<file path="src/sv/bmbd_pkg.sv">
// Shared types, address map constants and physical memory layout for the
// banked memory bus decoder. No dependencies.
`default_nettype none
package bmbd_pkg;

    localparam int VideoBankBytes = 8192;
    localparam int WorkBankBytes  = 4096;
    localparam int VideoBanks     = 2;
    localparam int WorkBanks      = 8;

    // Unified backing store: video RAM, work RAM, sprite RAM, IO and high RAM.
    localparam int VramBase = 0;
    localparam int WramBase = 32768;
    localparam int OamBase  = 65536;
    localparam int IoBase   = OamBase + 256;
    localparam int HramBase = IoBase + 128;
    localparam int MemDepth = HramBase + 128;
    localparam int MemAddrW = $clog2(MemDepth);

    localparam int VidIdxW  = $clog2(VideoBanks * VideoBankBytes);
    localparam int WorkIdxW = $clog2(WorkBanks * WorkBankBytes);
    localparam int VidOffW  = $clog2(VideoBankBytes);
    localparam int WorkOffW = $clog2(WorkBankBytes);
    localparam int WorkSelW = $clog2(WorkBanks);
    localparam int IoIdxW   = 7;

    localparam logic [15:0] AddrOamEnd    = 16'hFE9F;
    localparam logic [15:0] AddrUnusedEnd = 16'hFEFF;
    localparam logic [15:0] AddrIf        = 16'hFF0F;
    localparam logic [15:0] AddrVbk       = 16'hFF4F;
    localparam logic [15:0] AddrSvbk      = 16'hFF70;
    localparam logic [15:0] AddrIoEnd     = 16'hFF7F;
    localparam logic [15:0] AddrIe        = 16'hFFFF;
    localparam logic [15:0] AddrWramEnd   = 16'hFDFF;

    localparam logic [7:0] UnusedByte  = 8'hFF;
    localparam logic [7:0] VbkReadMask  = 8'hFE;
    localparam logic [7:0] SvbkReadMask = 8'hF8;

    localparam logic ReqRead  = 1'b0;
    localparam logic ReqWrite = 1'b1;

    typedef enum logic [3:0] {
        RG_CART, RG_VRAM, RG_WRAM, RG_OAM, RG_UNUSED,
        RG_IF, RG_VBK, RG_SVBK, RG_IO, RG_HRAM, RG_IE
    } t_region;

    typedef struct packed {
        logic        req_type;
        logic [15:0] addr;
        logic [7:0]  wdata;
    } t_in_item;

    typedef struct packed {
        logic [7:0] rdata;
        logic       to_cartridge;
    } t_out_item;

    // Decode result handed from the decoder to the memory and pipeline.
    typedef struct packed {
        logic                mem_rd;
        logic                mem_wr;
        logic [MemAddrW-1:0] mem_addr;
        logic                use_mem;
        logic [7:0]          local_rdata;
        logic                cart;
    } t_dec;

endpackage
`default_nettype wire

</file>
<file path="src/sv/bmbd_decode.sv">
// Address decoder with the bank select, IF and IE registers and the IO
// written flags. Depends on bmbd_pkg.
`default_nettype none
module bmbd_decode
    import bmbd_pkg::*;
(
    input  wire logic     i_clk,
    input  wire logic     i_rst_n,
    input  wire logic     i_accept,
    input  wire t_in_item i_req,
    output t_dec          o_dec
);

    logic                r_vbk;
    logic [WorkSelW-1:0] r_svbk;
    logic [7:0]          r_if;
    logic [7:0]          r_ie;
    logic [127:0]        r_io_valid;

    t_region       region;
    logic          wr;
    logic [15:0]   a;
    logic [VidIdxW-1:0]  vid_idx;
    logic [WorkIdxW-1:0] work_idx;
    logic [WorkSelW-1:0] svbk_wr;

    assign wr = (i_req.req_type == ReqWrite);
    assign a  = i_req.addr;

    always_comb begin
        if (!a[15] || a[15:13] == 3'b101) begin
            region = RG_CART;
        end else if (a[15:13] == 3'b100) begin
            region = RG_VRAM;
        end else if (a <= AddrWramEnd) begin
            region = RG_WRAM;
        end else if (a <= AddrOamEnd) begin
            region = RG_OAM;
        end else if (a <= AddrUnusedEnd) begin
            region = RG_UNUSED;
        end else if (a == AddrIf) begin
            region = RG_IF;
        end else if (a == AddrVbk) begin
            region = RG_VBK;
        end else if (a == AddrSvbk) begin
            region = RG_SVBK;
        end else if (a <= AddrIoEnd) begin
            region = RG_IO;
        end else if (a != AddrIe) begin
            region = RG_HRAM;
        end else begin
            region = RG_IE;
        end
    end

    // The echo region differs from work RAM only in bit 13, so the low
    // twelve bits and bit 12 serve both.
    assign vid_idx  = {r_vbk, a[VidOffW-1:0]};
    assign work_idx = a[WorkOffW] ? {r_svbk, a[WorkOffW-1:0]}
                                  : {{WorkSelW{1'b0}}, a[WorkOffW-1:0]};
    assign svbk_wr  = (i_req.wdata[WorkSelW-1:0] == '0) ? WorkSelW'(1)
                                                        : i_req.wdata[WorkSelW-1:0];

    always_comb begin
        o_dec = '0;
        unique case (region)
            RG_CART: begin
                o_dec.cart = 1'b1;
            end
            RG_VRAM: begin
                o_dec.mem_addr = MemAddrW'(VramBase) + MemAddrW'(vid_idx);
                o_dec.use_mem  = 1'b1;
            end
            RG_WRAM: begin
                o_dec.mem_addr = MemAddrW'(WramBase) + MemAddrW'(work_idx);
                o_dec.use_mem  = 1'b1;
            end
            RG_OAM: begin
                o_dec.mem_addr = MemAddrW'(OamBase) + MemAddrW'(a[7:0]);
                o_dec.use_mem  = 1'b1;
            end
            RG_UNUSED: begin
                o_dec.local_rdata = UnusedByte;
            end
            RG_IF: begin
                o_dec.local_rdata = r_if;
            end
            RG_VBK: begin
                o_dec.local_rdata = VbkReadMask | {7'd0, r_vbk};
            end
            RG_SVBK: begin
                o_dec.local_rdata = SvbkReadMask | {{(8-WorkSelW){1'b0}}, r_svbk};
            end
            RG_IO: begin
                o_dec.mem_addr = MemAddrW'(IoBase) + MemAddrW'(a[IoIdxW-1:0]);
                // A cell never written is not read from the store; it returns the local value of zero.
                o_dec.use_mem  = r_io_valid[a[IoIdxW-1:0]];
            end
            RG_HRAM: begin
                o_dec.mem_addr = MemAddrW'(HramBase) + MemAddrW'(a[IoIdxW-1:0]);
                o_dec.use_mem  = 1'b1;
            end
            RG_IE: begin
                o_dec.local_rdata = r_ie;
            end
            default: begin
                o_dec.cart = 1'b0;
            end
        endcase
        o_dec.mem_wr = i_accept && wr && (region == RG_VRAM || region == RG_WRAM
                       || region == RG_OAM || region == RG_IO || region == RG_HRAM);
        o_dec.mem_rd = i_accept && !wr && o_dec.use_mem;
        if (wr || o_dec.cart) begin
            o_dec.use_mem     = 1'b0;
            o_dec.local_rdata = 8'd0;
        end
    end

    always_ff @(posedge i_clk) begin
        if (!i_rst_n) begin
            r_vbk      <= 1'b0;
            r_svbk     <= WorkSelW'(1);
            r_if       <= 8'd0;
            r_ie       <= 8'd0;
            r_io_valid <= '0;
        end else if (i_accept && wr) begin
            case (region)
                RG_IF:   r_if   <= i_req.wdata;
                RG_IE:   r_ie   <= i_req.wdata;
                RG_VBK:  r_vbk  <= i_req.wdata[0];
                RG_SVBK: r_svbk <= svbk_wr;
                RG_IO:   r_io_valid[a[IoIdxW-1:0]] <= 1'b1;
                default: r_if   <= r_if;
            endcase
        end
    end

endmodule
`default_nettype wire

</file>
<file path="config.mk">
export PLATFORM = sky130hd
export DESIGN_NAME = bmbd_decode
export DESIGN_NICKNAME = d
export VERILOG_FILES = /design/src/sv/bmbd_pkg.sv /design/src/sv/bmbd_decode.sv
export SDC_FILE = /design/constraint.sdc
export NUM_CORES = 1
export LEC_CHECK = 0
export ABC_AREA = 0
export ABC_CLOCK_PERIOD_IN_PS = 7050
export BUFFER_PORTS_ARGS = -buffer_cell sky130_fd_sc_hd__buf_2
export CAP_MARGIN = 10
export CORE_ASPECT_RATIO = 1.75
export CORE_MARGIN = 2
export CORE_UTILIZATION = 60
export CTS_BUF_LIST = sky130_fd_sc_hd__clkbuf_8
export CTS_CLUSTER_DIAMETER = 30
export DETAILED_ROUTE_END_ITERATION = 12
export HOLD_SLACK_MARGIN = 0.08
export PLACE_DENSITY_LB_ADDON = 0.2
export SLEW_MARGIN = 10
export SYNTH_ARGS = -nofsm -noshare
export SYNTH_HDL_FRONTEND = slang
export SYNTH_SLANG_ARGS = --single-unit
</file>
<file path="constraint.sdc">
create_clock -name i_clk -period 7.05 [get_ports i_clk]
set_input_delay 0.3525 -clock i_clk [delete_from_list [all_inputs] [get_ports i_clk]]
set_output_delay 0.3525 -clock i_clk [all_outputs]
set_load 0.05 [all_outputs]
</file>
Word-level counts from Yosys, hierarchy flattened:

Cells that the tools add are included.

* output and inout port bits: 29
* flip-flop bits (word level): 148
* logic and storage cells: 72
* input bits: 28

* add/subtract/negate cells: 4
* reduce and logical (&&, ||, !) cells: 20
* multiplexer cells: 20
* bitwise logic cells: 1
* order comparisons: 6
* equality and inequality tests: 16

Operators by type and width (number)
* 128-bit OR: 1
* 18-bit case mux with 5 select lines: 1
* 16-bit less-or-equal comparator, second input constant: 4
* 16-bit == test, second input constant: 3
* 8-bit case mux with 5 select lines: 1
* 17-bit by 7-bit adder with 17-bit output, first input constant: 2
* 4-bit 2-to-1 mux: 8
* 16-bit by 15-bit adder with 17-bit output, first input constant: 1
* 17-bit by 8-bit adder with 17-bit output, first input constant: 1
* 4-bit by 3-bit == test with 1-bit output, second input constant: 4
* 16-bit inequality test, second input constant: 1
* 15-bit 2-to-1 mux: 1
* 4-bit == test, second input constant: 3
* 2-bit AND reduction: 5
* 9-bit 2-to-1 mux: 1
* 4-bit by 2-bit == test with 1-bit output, second input constant: 2
* 7-bit by 8-bit < comparator with 1-bit output, second input constant: 1
* 1-bit binary-select mux with 7-bit select: 1
* 1-bit demux with 7-bit select: 1
* 7-bit by 1-bit greater-or-equal comparator with 1-bit output, second input constant: 1
* 3-bit == test, second input constant: 2
* 1-bit logical OR: 6
* 1-bit logical AND: 5
* 4-bit by 1-bit == test with 1-bit output, second input constant: 1
* 6 further kinds: 10

Longest topological paths before layout:

Gate-level depths: netlist of run 1.

* depth in word-level cells: 17
* mapped depth: 12

Least setup slack after synthesis of run 1:

OpenSTA, ideal clock, no wires.

* kind: input -> output
* start point: input i_req[10] in the netlist's numbering
* end point: output o_dec[28] in the netlist's numbering
* data arrival time: 3.789 ns
* buffers on the path: 3
* stages on the path: 10
* slack: 2.909 ns
* cell sequence: clkbuf_1 > or3_1 > buf_2 > or3_1 > nor2_1 > o21ai_1 > a31oi_1 > buf_2 > nor4_1 > nor4b_1

RTL lines
* start, declared: line bmbd_decode.sv:10 `input wire t_in_item i_req,`
* end, declared: line bmbd_decode.sv:11 `output t_dec o_dec`

==> results of run 1 <==
## cells by family after synthesis
logic type / after synthesis / share of synthesized area (%)
compound gates: 198 / 19.8
buf+inv: 76 / 4.30
flops: 148 / 40.2
mux: 57 / 10.7
simple gates: 307 / 24.9
## sequential cells by signal, summed over array words and instances, names as in the netlist
name	flops
r_io_valid	128
r_ie	8
r_vbk	1
r_svbk	3
r_if	8
## where the power goes
part           switching (uW)  total [uW]  internal [uW]
logic                     113         152           38.8
registers             0.00417         835            835
clock network             330         651            321
total                     443        1640           1200
## worst max-delay path: stages
cell and delay [ns]:
buf_2 0.66, nand3_1 0.73, o31ai_1 0.43, nand2_1 0.09, o21ai_1 0.26, a31o_2 0.85, o211ai_1 0.23, a21oi_1 0.22
buf_2 0.29
## placed cells by master, fill, tap and decap left out, types with 4 or more instances in the layout
master,instances
mux2_2,5
nor4_1,23
dfxtp_1,148
nor2b_1,31
o21a_1,126
nand3_1,14
and3_1,99
o22ai_1,4
buf_2,55
nor4b_1,6
inv_1,9
a31oi_1,4
o31ai_1,6
clkbuf_8,18
mux4_2,17
nor4_4,5
mux2i_1,35
o21ai_0,4
or3_1,9
or3b_2,4
nor3_1,17
and2_1,8
a21oi_1,19
nand2b_1,9
nor2_1,31
nand2_1,37
buf_4,8
## routing by layer
layer	wire [um]	track usage [%]	part of all wire, %
met3	1290	6.80	6.0
met2	11100	56.2	52
met4	1070	18.9	5.0
met5	0	0	0
met1	7920	37.7	37
## stage by stage
stage / util, % / worst slack (ns) / total power (uW) / hold slack, ns
3_3_place_gp: 63.5 / 2.65 / 1000 / 0.439
4_1_cts: 66.7 / 2.61 / 1640 / 0.165
2_1_floorplan: - / 2.91 / 960 / 0.429
5_1_grt: 66.7 / 2.29 / 1690 / 0.171
6_report: 66.7 / 2.55 / 1640 / 0.176
3_5_place_dp: 63.5 / 2.63 / 1000 / 0.444
## final cells by class
cell class	instances	area share (%)
Multi-Input combinational cell	562	51.1
Sequential cell	148	37.0
Timing Repair Buffer	63	4.19
Clock buffer	18	3.09
Tap cell	165	2.58
Clock inverter	14	1.73
Inverter	6	0.281
## worst paths after layout
kind                  start  slack (ns)        endpoint
min reg2reg  r_io_valid[21]        0.46  r_io_valid[21]
max reg2reg       r_svbk[0]        6.35       r_svbk[0]
min                i_req[4]        0.18         r_if[4]
max                i_req[8]        2.55        o_dec[1]
==> metrics.md, run 1 <==
| Metric | Value |
|---|---|
| Area of the multi-input gates | `0.00409 mm2` |
| Rel. slew slack | `18.1%` |
| Ports | `57` |
| First-pass DRT Iterations | `6` |
| EDFF count, synth | `0` |
| Final HPWL DP | `13900 um` |
| Fill cell count | `962` |
| Overall routing resource usage | `33.1%` |
| Hold_buf cts | `0` |
| Routed Antenna Nets | `0` |
| R2R depth | `2` |
| Crit path arrival time | `4.14 ns` |
| Max H-tree Level | `4` |
| Chip height | `151 um` |
| Wire per inst | `21.9 um` |
| Status | `completed` |
| Ys Warns | `0` |
| DRC Markers | `0` |
| Synth top area share | `40.2%` |
| Inserted Diodes | `0` |
| Root Driver | `clkbuf_8` |
| Largest net degree at the start of global routing | `109` |
| Post-CTS sizing | `0` |
| Synth Area per Inst | `9.37 um2` |
| Worst Path Max Fanout | `57` |
| Worst-margin pin slew | `1.22 ns` |
| Cells after Synth | `786` |
| Cell taking the most area after synthesis | `dfxtp_1` |
| Fraction of registers with async set/reset | `0%` |
| Final worst path period share | `63.8%` |
| Final Hold Fails | `0` |
| Final min period | `4.50 ns` |
| Final nets | `826` |
| Design area | `0.00801 mm2` |
| Setup_tns | `0 ns` |
| First-pass GRT wire length | `33200 um` |
| CTS sink cnt | `148` |
| Total CTS buffers | `17` |
| Setup Buffers After CTS | `0` |
| Num rows | `53` |
| Non-Filler Instances | `976` |
| #FFs+latches synth | `148` |
| Pwr Density | `205 mW/mm2` |
| CTS max path bufs | `2` |
| Setup Viol. Count Final | `0` |
| Initial core utilization | `61.4%` |
| Floorplan Core Area | `0.0120 mm2` |
| Clock slew seen by the registers of the worst setup and hold paths | `0.08 ns` |
| Vias in the first global route | `6328` |
| Routability Congestion | `1.00` |
| Placed cell area | `0.00762 mm2` |
| Fmax | `222 MHz` |
| Starting DRT DRC Count | `647` |
| Static leakage | `0.00330 uW` |
| Req. time, crit path | `6.70 ns` |
| Initial antenna violation count | `0` |
| Die span in x | `87.8 um` |
| Slew Viols, Final | `0` |
| Area delta synth->final | `8.70%` |
| Die area | `0.0132 mm2` |
| Worst setup EP type | `output pin` |
| Register area share after synthesis | `40.2%` |
| RSZ-0062 raised after global routing | `no` |
| Clock Skews | `0 ns` |
| DR vias | `6451` |
| Sequential Area | `0.00296 mm2` |
| CP startpoint kind | `input port` |
| # port buffers | `56` |
| Max Cap Viol | `0` |
| Hold path cells | `3` |
| Primary FF master, synth | `dfxtp_1` |
| Leading cell types by count after synthesis | `dfxtp_1 (148), o21a_1 (126), and3_1 (99), clkbuf_1 (48), nand2_1 (37)` |
| Total wire length | `21300 um` |
| Syn Nets | `814` |
| Cell Count Post-Placement | `944` |
| Cell with the most instances after synthesis | `dfxtp_1` |
| VDD IR max | `0.000181 V` |
| Mapped Area | `0.00736 mm2` |
| GR Overflow Total | `0` |
| Avg Vias per Cell | `6.61` |
| Synth cell types | `60` |
| Hold Crit Class | `input port to flop` |
| Kind of critical path | `input port to output pin` |
| Worst-Skew Late Latency | `0.45 ns` |
| CTS tree | `yes` |
| Layout cell share with drive strength beyond 1 | `16.0%` |
| Dominant cells by area after synthesis | `dfxtp_1 (40%), o21a_1 (13%), and3_1 (8.4%)` |
(Power assumes the default switching activity.)
==> run 2: changes to the inputs <==
--- a/config.mk
+++ b/config.mk
@@ -6,7 +6,7 @@
 export NUM_CORES = 1
 export LEC_CHECK = 0
 export ABC_AREA = 0
-export ABC_CLOCK_PERIOD_IN_PS = 7050
+export ABC_CLOCK_PERIOD_IN_PS = 4600
 export BUFFER_PORTS_ARGS = -buffer_cell sky130_fd_sc_hd__buf_2
 export CAP_MARGIN = 10
 export CORE_ASPECT_RATIO = 1.75
==> constraint.sdc (replaced) <==
create_clock -name i_clk -period 4.6 [get_ports i_clk]
set_input_delay 0.23 -clock i_clk [delete_from_list [all_inputs] [get_ports i_clk]]
set_output_delay 0.23 -clock i_clk [all_outputs]
set_load 0.05 [all_outputs]
==> run 2 against run 1 <==
Net effect:
- cell count up 1.3%
- routed wire length shrank 5.2%
- via count increased by 0.54%
- combinational power grew 54%
- setup slack got worse by 1.7 ns
- clock skew did not move
- sequential power is 53% higher
- critical path type unchanged
- worst hold slack worse by 0.087 ns
- clock-buffer cell count down 1
- design area is 1.6% higher
- power rose by 55%
- critical path depth fell by 1
==> metrics.md, run 2 (synthesized netlist as in run 1, its figures left out) <==
| Metric | Value |
|---|---|
| Final min period | `3.80 ns` |
| Worst-Skew Late Latency | `0.45 ns (about the same)` |
| Rel. slew slack | `22.0% (was 18.1%)` |
| Placed cell area | `0.00767 mm2 (was 0.00762 mm2)` |
| Largest regs | `r_io_valid: 128 flops, r_ie: 8 flops, r_if: 8 flops (unchanged)` |
| Final Hold Fails | `0 (unchanged)` |
| DRC Markers | `0 (unchanged)` |
| Overall routing resource usage | `31.9% (was 33.1%)` |
| Fill cell count | `984 (was 962)` |
| CTS sink cnt | `148 (unchanged)` |
| Layout cell share with drive strength beyond 1 | `17.0% (was 16.0%)` |
| Routed Antenna Nets | `0 (unchanged)` |
| Floorplan Core Area | `0.0120 mm2 (unchanged)` |
| Req. time, crit path | `4.37 ns (was 6.70 ns)` |
| Total CTS buffers | `17 (unchanged)` |
| Area of the multi-input gates | `0.00409 mm2 (unchanged)` |
| Clock Skews | `0 ns (unchanged)` |
| Avg Vias per Cell | `6.56 (was 6.61)` |
| Most common cell on crit path | `buf_2 (unchanged)` |
| Worst Path Max Fanout | `18 (was 57)` |
| First-pass GRT wire length | `32100 um (was 33200 um)` |
| Crit path cell chain | `buf_2, nor4bb_1, nand2_1, a21oi_1, a311o_1, o21a_1, nor4b_1, buf_2 (was buf_2, nand3_1, o31ai_1, nand2_1, o21ai_1, a31o_2, o211ai_1, a21oi_1, buf_2)` |
| VDD IR max | `0.000192 V (was 0.000181 V)` |
| Inserted Diodes | `0 (unchanged)` |
| Chip height | `151 um (unchanged)` |
| Fmax | `263 MHz` |
| Routability Congestion | `1.10 (was 1.00)` |
| Setup Viol. Count Final | `0 (unchanged)` |
| Static leakage | `0.00336 uW (was 0.00330 uW)` |
| Max reg flops | `128 (unchanged)` |
| Root Driver | `clkbuf_8 (unchanged)` |
| Min Hold Slack | `0.0896 ns (was 0.176 ns)` |
| Most frequent cells in the layout | `dfxtp_1 (148), o21a_1 (126), and3_1 (99) (unchanged)` |
| Final nets | `839 (was 826)` |
| Initial core utilization | `61.4% (unchanged)` |
| Max H-tree Level | `4 (unchanged)` |
| Clock slew seen by the registers of the worst setup and hold paths | `0.09 ns (was 0.08 ns)` |
| CTS tree | `yes (unchanged)` |
| Largest net degree at the start of global routing | `113 (was 109)` |
| Starting DRT DRC Count | `749 (was 647)` |
| Setup_tns | `0 ns (unchanged)` |
| DR vias | `6486 (was 6451)` |
| Max Cap Viol | `0 (unchanged)` |
| Most common cell after layout, fill and taps aside | `dfxtp_1 (unchanged)` |
| CTS max path bufs | `2 (unchanged)` |
| GR Overflow Total | `0 (unchanged)` |
| Worst setup EP type | `output pin (unchanged)` |
| Num rows | `53 (unchanged)` |
| Slew Viols, Final | `0 (unchanged)` |
| CP peak stage delay | `0.96 ns (was 0.85 ns)` |
| Initial antenna violation count | `0 (unchanged)` |
| Fin util | `67.7% (was 66.7%)` |
| Crit path buf inv count | `2 (unchanged)` |
| Kind of critical path | `input port to output pin (unchanged)` |
| Reg with most FFs | `r_io_valid (unchanged)` |
| Design area | `0.00813 mm2 (was 0.00801 mm2)` |
| Ports | `57 (unchanged)` |
| Crit path arrival time | `3.57 ns (was 4.14 ns)` |
| Status | `completed (unchanged)` |
| First-pass DRT Iterations | `7 (was 6)` |
| Total wire length | `20200 um (was 21300 um)` |
| Final HPWL DP | `13600 um (was 13900 um)` |
| RSZ-0062 raised after global routing | `no (unchanged)` |
| Die span in x | `87.8 um (unchanged)` |
| Top delay family on crit path | `compound AO/OA/AOI/OAI gates (unchanged)` |
| Worst-margin pin slew | `1.15 ns (was 1.22 ns)` |
| # port buffers | `56 (unchanged)` |
| Die area | `0.0132 mm2 (unchanged)` |
| Hold Crit Class | `input port to flop (unchanged)` |
| CP startpoint kind | `input port (unchanged)` |
| Wire per inst | `20.5 um (was 21.9 um)` |
| Sequential Area | `0.00296 mm2 (unchanged)` |
| Setup Buffers After CTS | `0 (unchanged)` |
| Area delta synth->final | `10.4% (was 8.70%)` |
| Vias in the first global route | `6267 (was 6328)` |
| Pwr Density | `313 mW/mm2 (was 205 mW/mm2)` |
| Final worst path period share | `82.5%` |
| CP max stage cell | `nor4bb_1 (was a31o_2)` |
## run 2: cell types whose count changed in the layout (fill, tap and decap cells not counted)
| cell | before | now |
|---|---|---|
| buf_4 | 8 | 15 |
| clkbuf_8 | 18 | 17 |
| clkinv_4 | 2 | 1 |
| clkinvlp_4 | 3 | 2 |
| dlygate4sd3_1 | 0 | 6 |
| inv_1 | 9 | 6 |
| inv_6 | 2 | 7 |
| inv_8 | 0 | 1 |
## run 2: worst paths after layout
check	start	to	slack (ns)	depth (start not counted)
setup / recovery	i_req[11]	o_dec[28]	0.80	8
setup reg to reg	r_svbk[1]	r_svbk[1]	3.90	2
hold / removal	i_req[0]	r_vbk	0.09	3
hold reg to reg	r_io_valid[14]	r_io_valid[14]	0.47	1
## run 2: cell type report
cell class / count / area share, %
clock buffer: 17 / 2.88
timing repair buffer: 76 / 5.51
sequential: 148 / 36.4
tap: 165 / 2.54
multi-input combinational: 562 / 50.3
clock inverter: 15 / 2.05
inverter: 6 / 0.277
## run 2: what timing repair did
item | in CTS | in global routing
hold endpoints to repair | 11 | 0
endpoints found under the setup margin | 0 | 0
hold buffers | 6 | 0
resized for setup | 0 | 0
## run 2: routing by layer
metal  routed length [um]  vias to the layer above  global-route usage, %
met5                    0                        -                      0
met4                  960                        0                   17.0
met3                 1360                       76                   6.91
met2                10500                      325                   55.2
met1                 7410                     3120                   35.7
li1                     -                     2965                      -
## run 2: stage by stage
stage                     power, uW  setup WS (ns)  instances
after floorplan                1470          0.704        786
after global placement         1530          0.965        951
after detailed placement       1530          0.950        951
after CTS                      2550          0.943        989
after global routing           2630          0.631        989
final                          2540          0.804        989
## run 2: worst register-to-register path: stages, from the launching register on
cell and delay (ns):
dfxtp_1 0.35, mux2i_1 0.19, nor2b_1 0.06
## run 2: power by group
group	switching, uW	internal (uW)
Clock	535	496
Sequential	0.00618	1280
Combinational	170	63.9
Total	705	1840
==> run 3: changes to the inputs <==
--- a/config.mk
+++ b/config.mk
@@ -5,8 +5,8 @@
 export SDC_FILE = /design/constraint.sdc
 export NUM_CORES = 1
 export LEC_CHECK = 0
-export ABC_AREA = 0
-export ABC_CLOCK_PERIOD_IN_PS = 4600
+export ABC_AREA = 1
+export ABC_CLOCK_PERIOD_IN_PS = 3800
 export BUFFER_PORTS_ARGS = -buffer_cell sky130_fd_sc_hd__buf_2
 export CAP_MARGIN = 10
 export CORE_ASPECT_RATIO = 1.75
==> constraint.sdc (replaced) <==
create_clock -name i_clk -period 3.8 [get_ports i_clk]
set_input_delay 0.19 -clock i_clk [delete_from_list [all_inputs] [get_ports i_clk]]
set_output_delay 0.19 -clock i_clk [all_outputs]
set_load 0.05 [all_outputs]
==> run 3 against run 2 <==
Net effect:
- area after synthesis grew 1.9%
- sequential cell count is the same
- worst hold slack gained 0.024 ns
- cell count grew 43%
- clock power grew 24%
- highest routed layer unchanged
==> metrics.md, run 3 <==
| Metric | Value |
|---|---|
| Setup Buffers After CTS | `0 (unchanged)` |
| Setup WS pre-CTS | `0.830 ns (was 0.950 ns)` |
| R2R Path Start | `r_svbk[0] (was r_svbk[1])` |
| Final worst path period share | `79.8%` |
| # port buffers | `56 (unchanged)` |
| Status | `completed (unchanged)` |
| Design area | `0.00836 mm2 (was 0.00813 mm2)` |
| Cell with the most instances after synthesis | `nand2_1 (was dfxtp_1)` |
| Setup_tns | `0 ns (unchanged)` |
| Synth cell types | `28 (was 60)` |
| Req. time, crit path | `3.61 ns (was 4.37 ns)` |
| Hold path cells | `3 (unchanged)` |
| Largest regs | `r_io_valid: 128 flops, r_ie: 8 flops, r_if: 8 flops (unchanged)` |
| Internal Power | `2260 uW (was 1840 uW)` |
| Hold_buf cts | `8 (was 6)` |
| Top delay family on crit path | `buffers and inverters (was compound AO/OA/AOI/OAI gates)` |
| Area delta synth->final | `11.4% (was 10.4%)` |
| Ys Warns | `0 (unchanged)` |
| Inserted Diodes | `0 (unchanged)` |
| Initial core utilization | `60.7% (was 61.4%)` |
| Cell taking the most area after synthesis | `dfxtp_1 (unchanged)` |
| Sw Pwr | `950 uW (was 705 uW)` |
| Routability Congestion | `0.957 (was 1.10)` |
| Crit path cell chain | `buf_2, buf_4, o21ai_0, nand2_1, nand2_1, nand2_1, nand2_1, nand2_1, nand2_1, nor2_1, nor2_1, nor2_1, nand2_1, nand3_1, nand2_1, nor2_1, buf_2 (was buf_2, nor4bb_1, nand2_1, a21oi_1, a311o_1, o21a_1, nor4b_1, buf_2)` |
| Num rows | `54 (was 53)` |
| Hold endpoint | `r_io_valid[112] (was r_vbk)` |
| Max Cap Viol | `0 (unchanged)` |
| Clock share of power | `40.1% (was 40.5%)` |
| GR Overflow Total | `0 (unchanged)` |
| First-pass DRT Iterations | `5 (was 7)` |
| Cells after Synth | `1194 (was 786)` |
| CTS sink cnt | `148 (unchanged)` |
| Initial antenna violation count | `0 (unchanged)` |
| Primary FF master, synth | `dfxtp_1 (unchanged)` |
| Worst-Skew Late Latency | `0.46 ns (was 0.45 ns)` |
| Final Hold Fails | `0 (unchanged)` |
| Fraction of registers with async set/reset | `0% (unchanged)` |
| Wire per inst | `14.8 um (was 20.5 um)` |
| Slew Viols, Final | `0 (unchanged)` |
| CTS tree | `yes (unchanged)` |
| Most frequent cells in the layout | `nand2_1 (356), inv_1 (176), dfxtp_1 (148) (was dfxtp_1 (148), o21a_1 (126), and3_1 (99))` |
| Max reg flops | `128 (unchanged)` |
| Die span in x | `88.5 um (was 87.8 um)` |
| Chip height | `152 um (was 151 um)` |
| EDFF count, synth | `0 (unchanged)` |
| Largest net degree at the start of global routing | `75 (was 113)` |
| Crit path buf inv count | `3 (was 2)` |
| Root Driver | `clkbuf_8 (unchanged)` |
| VDD IR max | `0.000272 V (was 0.000192 V)` |
| Final HPWL DP | `13600 um (about the same)` |
| Total power | `3210 uW (was 2540 uW)` |
| Clock Skews | `0 ns (unchanged)` |
| Reg-to-reg slack, setup | `3.03 ns (was 3.90 ns)` |
| Syn Nets | `1222 (was 814)` |
| Register area share after synthesis | `39.5% (was 40.2%)` |
| Pwr Density | `383 mW/mm2 (was 313 mW/mm2)` |
| Max H-tree Level | `4 (unchanged)` |
| Rel. slew slack | `25.1% (was 22.0%)` |
| DR vias | `7704 (was 6486)` |
| Layout cell share with drive strength beyond 1 | `11.3% (was 17.0%)` |
| Routed Antenna Nets | `0 (unchanged)` |
| Worst setup EP type | `output pin (unchanged)` |
| Clock slew seen by the registers of the worst setup and hold paths | `0.09 ns (about the same)` |
| CP max stage cell | `buf_4 (was nor4bb_1)` |
| Fmax | `330 MHz` |
| Hold Crit Class | `input port to flop (unchanged)` |
| Vias in the first global route | `7116 (was 6267)` |
| Ports | `57 (unchanged)` |
| CTS max path bufs | `2 (unchanged)` |
| Most common cell on crit path | `nand2_1 (was buf_2)` |
| Mapped Area | `0.00750 mm2 (was 0.00736 mm2)` |
| DRC Markers | `0 (unchanged)` |
| Sequential power share | `48.3% (was 50.3%)` |
| Synth top area share | `39.5% (was 40.2%)` |
| CP startpoint kind | `input port (unchanged)` |
| Worst Path Max Fanout | `56 (was 18)` |
| Worst flop-to-flop path endpoint | `r_svbk[0] (was r_svbk[1])` |
| Total wire length | `20900 um (was 20200 um)` |
| Combinational power share | `11.6% (was 9.2%)` |
| HP Start | `i_rst_n (was i_req[0])` |
| Post-CTS sizing | `0 (unchanged)` |
| Starting DRT DRC Count | `555 (was 749)` |
| Cell Count Post-Placement | `1370 (was 951)` |
| Setup Viol. Count Final | `0 (unchanged)` |
| #FFs+latches synth | `148 (unchanged)` |
| Floorplan Core Area | `0.0124 mm2 (was 0.0120 mm2)` |
| Reg with most FFs | `r_io_valid (unchanged)` |
| R2R depth | `2 (unchanged)` |
| Overall routing resource usage | `31.9% (about the same)` |
| Synth Area per Inst | `6.28 um2 (was 9.37 um2)` |
| Kind of critical path | `input port to output pin (unchanged)` |
| Dominant cells by area after synthesis | `dfxtp_1 (39%), nand2_1 (18%), nand3_1 (9.5%) (was dfxtp_1 (40%), o21a_1 (13%), and3_1 (8.4%))` |
| Total CTS buffers | `17 (unchanged)` |
| Leading cell types by count after synthesis | `nand2_1 (356), inv_1 (176), dfxtp_1 (148), nand3_1 (142), a21oi_1 (138) (was dfxtp_1 (148), o21a_1 (126), and3_1 (99), clkbuf_1 (48), nand2_1 (37))` |
| CP peak stage delay | `0.64 ns (was 0.96 ns)` |
| Non-Filler Instances | `1410 (was 989)` |
| Most common cell after layout, fill and taps aside | `nand2_1 (was dfxtp_1)` |
| RSZ-0062 raised after global routing | `no (unchanged)` |
| Final worst setup slack | `0.769 ns (was 0.804 ns)` |
| Die area | `0.0135 mm2 (was 0.0132 mm2)` |
| Static leakage | `0.00370 uW (was 0.00336 uW)` |
| Worst-margin pin slew | `1.12 ns (was 1.15 ns)` |
| First-pass GRT wire length | `33700 um (was 32100 um)` |
| Switching portion of total power | `29.6% (was 27.7%)` |
| Crit path arrival time | `2.84 ns (was 3.57 ns)` |
| Final nets | `1257 (was 839)` |
| Placed cell area | `0.00787 mm2 (was 0.00767 mm2)` |
| Avg Vias per Cell | `5.46 (was 6.56)` |
| Final min period | `3.03 ns` |
-- run 3: cell count changes after synthesis, moves of 16 or more --
| cell | delta |
|---|---|
| a21oi_1 | +119 |
| and3_1 | -99 |
| inv_1 | +170 |
| inv_2 | +16 |
| mux2i_1 | -35 |
| mux4_2 | -17 |
| nand2_1 | +319 |
| nand3_1 | +128 |
| nor2_1 | +38 |
| nor2b_1 | -31 |
| nor4_1 | -23 |
| o21a_1 | -126 |
| o21ai_0 | +47 |
-- run 3: area by class of cell --
class	instances	area (um2)
clock buffers	17	234
clock inverters	15	181
fillers	1198	4000
inverters	193	726
multi-input cells	791	3560
flip-flops and latches	148	2960
well taps	168	210
repair buffers	78	490
-- run 3: power groups by stage --
stage | clock network, uW | registers, uW | logic [uW]
5_1_grt | 1370 | 1550 | 406
4_1_cts | 1300 | 1550 | 367
3_5_place_dp | 0 | 1590 | 359
6_report | 1280 | 1550 | 371
2_1_floorplan | 0 | 1590 | 247
3_3_place_gp | 0 | 1590 | 358
-- run 3: layer usage --
metal	up-vias	track usage [%]	share of wire (%)
li1	3798	-	-
met1	3562	35.9	37
met2	268	55.4	53
met3	76	6.30	5.3
met4	0	16.1	4.6
met5	-	0	0
-- run 3: through the flow --
stage	util, %	hold slack, ns
2_1_floorplan	-	0.325
3_3_place_gp	63.6	0.415
3_5_place_dp	63.6	0.424
4_1_cts	67.6	0.0914
5_1_grt	67.6	0.102
6_report	67.6	0.114
-- run 3: worst max-delay path by stage --
stage	from	end	slack, ns	cells past startpoint
after floorplan	i_req[9]	o_dec[23]	1.13	12
after global placement	i_req[8]	o_dec[28]	0.87	17
after detailed placement	i_req[10]	r_io_valid[110]	0.83	12
after CTS	i_req[8]	o_dec[28]	0.80	17
after global routing	i_req[8]	o_dec[28]	0.52	17
final	i_req[8]	o_dec[28]	0.77	17
-- run 3: tightest hold or removal path, cell delays in order --
cell,delay [ns]
buf_2,0.21
nand2_1,0.10
inv_1,0.03
-- run 3: logic make-up after synthesis --
group,synth area share [%]
buffers and inverters,13.6
flip-flops,39.5
AO/OA/AOI/OAI,13.8
AND/OR/NAND/NOR,33.2
